<file path="src/design/dwb_pkg.sv">
`default_nettype none
package dwb_pkg;

    localparam int MAX_WIDTH    = 1024;
    localparam int MAX_HEIGHT   = 1024;
    localparam int WINDOW_RANGE = 1;

    localparam int STORE_WORDS = MAX_WIDTH * MAX_HEIGHT;
    localparam int ADDR_W      = $clog2(STORE_WORDS);
    localparam int EXT_W       = (ADDR_W + 1 > 23) ? ADDR_W + 1 : 23;

    localparam int OFS_W   = $clog2(WINDOW_RANGE) + 2;
    localparam int PIX_MAX = (2 * WINDOW_RANGE - 1) * (2 * WINDOW_RANGE - 1);
    localparam int CNT_W   = $clog2(PIX_MAX + 1);

    localparam int PROD_W  = 33;
    localparam int SUM_W   = PROD_W + CNT_W;
    localparam int SZ_W    = 16 + CNT_W;
    localparam int NUM_W   = 34 + CNT_W;
    localparam int DEN_W   = 17 + CNT_W;
    localparam int COL_W   = 27;
    localparam int COORD_W = COL_W + 2;
    localparam int CYC_W   = $clog2(NUM_W + 1);

    localparam int IN_DATA_W  = 80;
    localparam int OUT_DATA_W = 96;
    localparam int PADDR_W    = 5;

    typedef enum logic {
        OP_LOAD  = 1'b0,
        OP_QUERY = 1'b1
    } op_t;

    typedef enum logic [2:0] {
        REG_RGB_WIDTH,
        REG_RGB_HEIGHT,
        REG_DEPTH_WIDTH,
        REG_DEPTH_HEIGHT,
        REG_FOCAL_X,
        REG_FOCAL_Y,
        REG_PRINCIPAL_X,
        REG_PRINCIPAL_Y
    } reg_idx_t;

    typedef enum logic [2:0] {
        DIV_COL,
        DIV_ROW,
        DIV_X,
        DIV_Y,
        DIV_Z
    } div_sel_t;

    typedef enum logic [3:0] {
        ST_IDLE,
        ST_COL_GO,
        ST_COL_WAIT,
        ST_ROW_GO,
        ST_ROW_WAIT,
        ST_PIX_POS,
        ST_PIX_ADDR,
        ST_PIX_READ,
        ST_PIX_MUL,
        ST_PIX_ACC,
        ST_CHECK,
        ST_SUM_GO,
        ST_SUM_WAIT,
        ST_EMIT
    } state_t;

    typedef struct packed {
        logic [12:0] rgb_width;
        logic [12:0] rgb_height;
        logic [10:0] depth_width;
        logic [10:0] depth_height;
        logic [15:0] focal_x;
        logic [15:0] focal_y;
        logic [15:0] principal_x;
        logic [15:0] principal_y;
    } cfg_t;

    typedef struct packed {
        logic     load;
        logic     capture;
        logic     pos;
        logic     addr;
        logic     read;
        logic     mul;
        logic     acc;
        logic     div_start;
        logic     latch;
        div_sel_t div_sel;
        logic     emit;
    } cmd_t;

    typedef struct packed {
        logic div_busy;
        logic div_done;
        logic last_pix;
        logic n_zero;
        logic out_free;
    } stat_t;

endpackage
`default_nettype wire

</file>
<file path="src/design/dwb_ctrl.sv">
`default_nettype none
module dwb_ctrl (
    input  wire logic           aclk,
    input  wire logic           aresetn,
    input  wire logic           s_tvalid,
    input  wire logic           s_tuser,
    input  wire dwb_pkg::stat_t stat,
    output logic                s_tready,
    output dwb_pkg::cmd_t       cmd
);
    import dwb_pkg::*;

    state_t   state_reg, state_next;
    div_sel_t sel_reg, sel_next;

    always_ff @(posedge aclk) begin
        if (!aresetn) begin
            state_reg <= ST_IDLE;
            sel_reg   <= DIV_COL;
        end else begin
            state_reg <= state_next;
            sel_reg   <= sel_next;
        end
    end

    always_comb begin
        state_next = state_reg;
        sel_next   = sel_reg;
        s_tready   = 1'b0;
        cmd        = '0;
        cmd.div_sel = sel_reg;
        unique case (state_reg)
            ST_IDLE: begin
                s_tready = 1'b1;
                if (s_tvalid) begin
                    if (op_t'(s_tuser) == OP_QUERY) begin
                        cmd.capture = 1'b1;
                        sel_next    = DIV_COL;
                        state_next  = ST_COL_GO;
                    end else begin
                        cmd.load = 1'b1;
                    end
                end
            end
            ST_COL_GO: begin
                cmd.div_start = 1'b1;
                state_next    = ST_COL_WAIT;
            end
            ST_COL_WAIT: begin
                if (stat.div_done) begin
                    cmd.latch  = 1'b1;
                    sel_next   = DIV_ROW;
                    state_next = ST_ROW_GO;
                end
            end
            ST_ROW_GO: begin
                cmd.div_start = 1'b1;
                state_next    = ST_ROW_WAIT;
            end
            ST_ROW_WAIT: begin
                if (stat.div_done) begin
                    cmd.latch  = 1'b1;
                    state_next = ST_PIX_POS;
                end
            end
            ST_PIX_POS: begin
                cmd.pos    = 1'b1;
                state_next = ST_PIX_ADDR;
            end
            ST_PIX_ADDR: begin
                cmd.addr   = 1'b1;
                state_next = ST_PIX_READ;
            end
            ST_PIX_READ: begin
                cmd.read   = 1'b1;
                state_next = ST_PIX_MUL;
            end
            ST_PIX_MUL: begin
                cmd.mul    = 1'b1;
                state_next = ST_PIX_ACC;
            end
            ST_PIX_ACC: begin
                cmd.acc    = 1'b1;
                state_next = stat.last_pix ? ST_CHECK : ST_PIX_POS;
            end
            ST_CHECK: begin
                sel_next   = DIV_X;
                state_next = stat.n_zero ? ST_IDLE : ST_SUM_GO;
            end
            ST_SUM_GO: begin
                cmd.div_start = 1'b1;
                state_next    = ST_SUM_WAIT;
            end
            ST_SUM_WAIT: begin
                if (stat.div_done) begin
                    cmd.latch = 1'b1;
                    priority case (sel_reg)
                        DIV_X: begin
                            sel_next   = DIV_Y;
                            state_next = ST_SUM_GO;
                        end
                        DIV_Y: begin
                            sel_next   = DIV_Z;
                            state_next = ST_SUM_GO;
                        end
                        default: state_next = ST_EMIT;
                    endcase
                end
            end
            ST_EMIT: begin
                // hold until the output register is free
                if (stat.out_free) begin
                    cmd.emit   = 1'b1;
                    state_next = ST_IDLE;
                end
            end
            default: state_next = ST_IDLE;
        endcase
    end

endmodule
`default_nettype wire

</file>
<file path="config.mk">
export PLATFORM = sky130hd
export DESIGN_NAME = dwb_ctrl
export DESIGN_NICKNAME = d
export VERILOG_FILES = /design/src/design/dwb_pkg.sv /design/src/design/dwb_ctrl.sv
export SDC_FILE = /design/constraint.sdc
export NUM_CORES = 1
export LEC_CHECK = 0
export ABC_CLOCK_PERIOD_IN_PS = 1450
export BUFFER_PORTS_ARGS = -buffer_cell sky130_fd_sc_hd__buf_2
export CORE_MARGIN = 8
export CORE_UTILIZATION = 44
export DETAILED_ROUTE_END_ITERATION = 8
export PLACE_DENSITY = 0.77
export SLEW_MARGIN = 10
export SYNTH_ARGS = -nofsm -noshare
export SYNTH_HDL_FRONTEND = slang
export SYNTH_SLANG_ARGS = --single-unit
</file>
<file path="constraint.sdc">
create_clock -name aclk -period 1.45 [get_ports aclk]
set_input_delay 0.29 -clock aclk [delete_from_list [all_inputs] [get_ports aclk]]
set_output_delay 0.29 -clock aclk [all_outputs]
set_load 0.01 [all_outputs]
</file>
# Word-level counts from Yosys, hierarchy flattened
# Index checks and enable logic that the tools add are counted.
# word_totals
inputBits	9
register_bits	7
n_memories	0
word_cells	62
romBits	0
ram_bits	0
latch_bits	0
# classes
eq_ne	22
n_mux	31
multipliers	0
n_lt_le_gt_ge	0
n_reduce_logical	7
n_div	0
shift	0
add_sub_neg	0
bitwise	0
# ops
cell	n
4-bit case mux with 14 select lines	1
4-bit 2-to-1 mux	8
4-bit == test, second input constant	6
4-bit by 3-bit == test with 1-bit output, second input constant	4
3-bit 2-to-1 mux	5
1-bit 2-to-1 mux	13
2-bit != test, second input constant	6
3-bit case mux with 4 select lines	1
6-bit AND reduction	2
4-bit by 2-bit == test with 1-bit output, second input constant	2
3-bit by 2-bit == test with 1-bit output, second input constant	2
3-bit case mux with 2 select lines	1
3-bit OR reduction	2
4-bit by 1-bit == test with 1-bit output, second input constant	1
4-bit logical NOT	1
2-bit 2-to-1 mux	2
4-bit nonzero test	1
3-bit != test, second input constant	1
2-bit OR reduction	1

# Longest topological paths before layout
# logic_depth
word_depth	5
ltp_mapped	6

# Worst setup path after synthesis
# Ideal clock, no wire load.
# synth_timing
path_type	register to register
start	register state_reg[1]
end	register state_reg[2]
slack_ps	-102
stages_incl_launch_ff	6
t_required_ps	1328
setup_ps	122
t_arrival_ps	1431
path_cell_list	dfxtp_1 -> buf_2 -> nor4_2 -> nand2_2 -> a41o_1 -> o311a_1
# synth_between
elab_chain_len	3
word_cells_on_any_way	22
classes_between	eq/ne: 19; mux: 1; reduce/logical: 2
# synth_rtl
element	line	source
start, declared	dwb_ctrl.sv:13	state_t state_reg, state_next;
start signal, assigned	dwb_ctrl.sv:21	state_reg <= state_next;
4-bit by 2-bit == test with 1-bit output, or another cell as far along	dwb_ctrl.sv:32	unique case (state_reg)
2-bit != test (no line)	n/a	
6-bit AND reduction (no line)	n/a	
# Parallel ways exist; a longest one is shown, timed or not.
# A chain may end at the register's enable or synchronous reset.

==> results.json <==
{
  "grt-ovfl-total": 0,
  "synth_cells": 91,
  "pre_cts_slack_ns": -0.0630,
  "grt_pass1_wl_mm": 3.85,
  "min_period_over_period_pct": 123,
  "dieWidth_um": 56.4,
  "rsz0062_at_grt": "yes",
  "p_switching_uw": 357,
  "yosysTopAreaCell": "dfxtp_1",
  "clockBufferDepth": 2,
  "pin_count": 23,
  "wl_per_cell_um": 20.4,
  "fill_cells": 78,
  "track_usage_pct": 14.5,
  "p_seq_share_pct": 22.6,
  "portBuffers": 21,
  "die_h_um": 56.4,
  "crit_buf_inv": 3,
  "ys_top_cells_by_count": "8 x nand2_1, 7 x dfxtp_1, 7 x inv_1, 7 x nor2_1, 5 x o21ai_0",
  "combPwrFrac_pct": 57.6,
  "htree_levels": 1,
  "synth.most_common_cell": "nand2_1",
  "cts_sinks": 7,
  "synth.ff_latch_count": 7,
  "ys.flop_type": "dfxtp_1",
  "worstSkewPairLatency_ns": 0.27,
  "crit_chain": "buf_12 -> buf_6 -> nor4_4 -> nand2_1 -> nor2_1 -> buf_2",
  "finalSetupTns_ns": -3.70,
  "synth_top_area_share_pct": 19.5,
  "cts.hold.buffers_added": 0,
  "drc": 0,
  "cp_top_family": "simple AND/OR/NAND/NOR gates",
  "antenna_found_initial": 0,
  "cts_buffers": 3,
  "synth_edf_count": 0,
  "dr.pass1.iters": 4,
  "dieArea_um2": 3180,
  "synth_fa_ha_area_share_pct": 0,
  "leakagePower_uw": 0.000564,
  "relSlewSlack_pct": 74.2,
  "place_hpwl_mm": 1.61,
  "syn-num-nets": 100,
  "report.final.slew_viol_count": 0,
  "rows": 14,
  "largest_reg_flops": 4,
  "cts-root-buf": "clkbuf_4",
  "yosys-top-cells-area": "dfxtp_1 20%, mux2i_1 4.2%, nand2_1 4.2%",
  "worstPathMaxFanout": 3,
  "cp-start-kind": "register",
  "worst-slew-pin-transition_ns": 0.383,
  "cpPeakStageDelay_ns": 0.33,
  "area_growth_pct": 76.6,
  "synth_cell_types": 48,
  "syn_avg_cell_area_um2": 7.88,
  "synth_top_family_by_area": "simple AND/OR/NAND/NOR gates",
  "synth-seq-area-share_pct": 19.5,
  "outcome": "complete, but fails checks",
  "async_reset_ff_share_pct": 0,
  "wirelength_mm": 3.14,
  "vdd_ir_drop_max_mv": 0.543,
  "maxCapViolations": 0,
  "layout-drive-gt1-share_pct": 59.4,
  "drt-initial-drc-count": 47,
  "vias_per_cell": 6.47,
  "crit_slowest_cell": "dfxtp_2",
  "path_clk_slew_ns": 0.06,
  "initial_core_util_pct": 47.0,
  "synth_compound_area_share_pct": 26.7,
  "fin_crit_ns": 1.79,
  "switching_share_pct": 37.7,
  "hold_path.class": "primary input to register",
  "finalHoldViolCount": 0,
  "ant_nets": 0,
  "power_density_nw_per_um2": 749,
  "core_area_um2": 1520,
  "netlist_area_um2": 717,
  "arrival_ns": 1.50,
  "synthSimpleGateAreaFrac_pct": 37.7,
  "layout.nets": 148,
  "max_freq_ghz": 0.559,
  "grt_max_degree": 16,
  "criticalPathCategory": "register to output port",
  "cp_data_required_time_ns": 1.16,
  "tritoncts": "built",
  "finalSetupViolations": 18,
  "endpoint_kind": "output port",
  "p_int_uw": 592,
  "finalClockSkew_ns": 0.00711,
  "first_global_vias": 862,
  "violations": "negative setup slack",
  "fin_ws_ns": -0.338,
  "vias": 997,
  "clkPwrFrac_pct": 19.8,
  "finalWeightedCongestion": 0.945,
  "ys.warnings.count": 0,
  "yosys-mux-area-fraction_pct": 4.19,
  "synth_xor_area_share_pct": 0,
  "diodes": 0
}
[cell type report]
type                    count  area (µm²)  area share [%]
well taps                  16        20.0            1.58
clock buffers               4        26.3            2.08
multi-input cells          69         627            49.5
flip-flops and latches      7         144            11.4
inverters                   7        28.8            2.27
repair buffers             51         420            33.2
[layer usage]
metal | GRT usage (%) | up-vias | part of all wire [%]
met5 | 0 | - | 0
met4 | 6.53 | 0 | 6.0
met3 | 4.49 | 26 | 7.2
met1 | 14.6 | 473 | 37
met2 | 26.5 | 68 | 50
li1 | - | 430 | -
[metrics by stage]
step,power (µW),util [%],cell area [µm²],std cells,hold slack [ns]
5_1_grt,979,83.1,1270,154,0.356
3_3_place_gp,531,59.4,906,133,0.471
6_report,949,83.1,1270,154,0.341
4_1_cts,806,70.4,1070,147,0.328
2_1_floorplan,438,-,736,91,0.407
3_5_place_dp,541,59.4,906,133,0.491
[cell families after synthesis]
family	after synthesis
flops	7
simple gates	41
mux	3
compound gates	25
buf+inv	15
[power groups by stage]
stage                     Sequential (µW)  Combinational (µW)  Clock (µW)
after global routing                  215                 571         193
after floorplan                       212                 226           0
final                                 215                 546         188
after CTS                             213                 406         186
after global placement                215                 315           0
after detailed placement              216                 325           0
[repair_timing]
item                                    CTS  global route
endpoints found under the setup margin   16            18
setup buffers                            10             7
hold endpoints to repair                  0             0
resized for setup                        16            27
pin swaps                                 7            13
[worst paths after layout]
kind / to / slack, ns / cells after the start / startpoint
worst max-delay path: cmd[12] / -0.34 / 6 / state_reg[0]
worst max register to register: state_reg[0] / -0.27 / 6 / state_reg[2]
worst min register to register: sel_reg[0] / 0.54 / 2 / sel_reg[0]
worst min-delay path: state_reg[3] / 0.34 / 2 / aresetn
[placed cells by master, fill, tap and decap left out, types with 2 or more instances in the layout]
master     n
dfxtp_2    3
nor3_2     3
nand2b_4   2
buf_4     18
buf_8      3
nor2_1     4
buf_6     12
a21oi_1    3
o31ai_1    2
and3b_1    2
clkbuf_4   3
inv_1      6
o21ai_0    5
nand2b_1   2
nand2_1    7
buf_2     17
nor2_4     2
dfxtp_1    4
mux2i_1    3
Power figures use the tool's default switching activity.
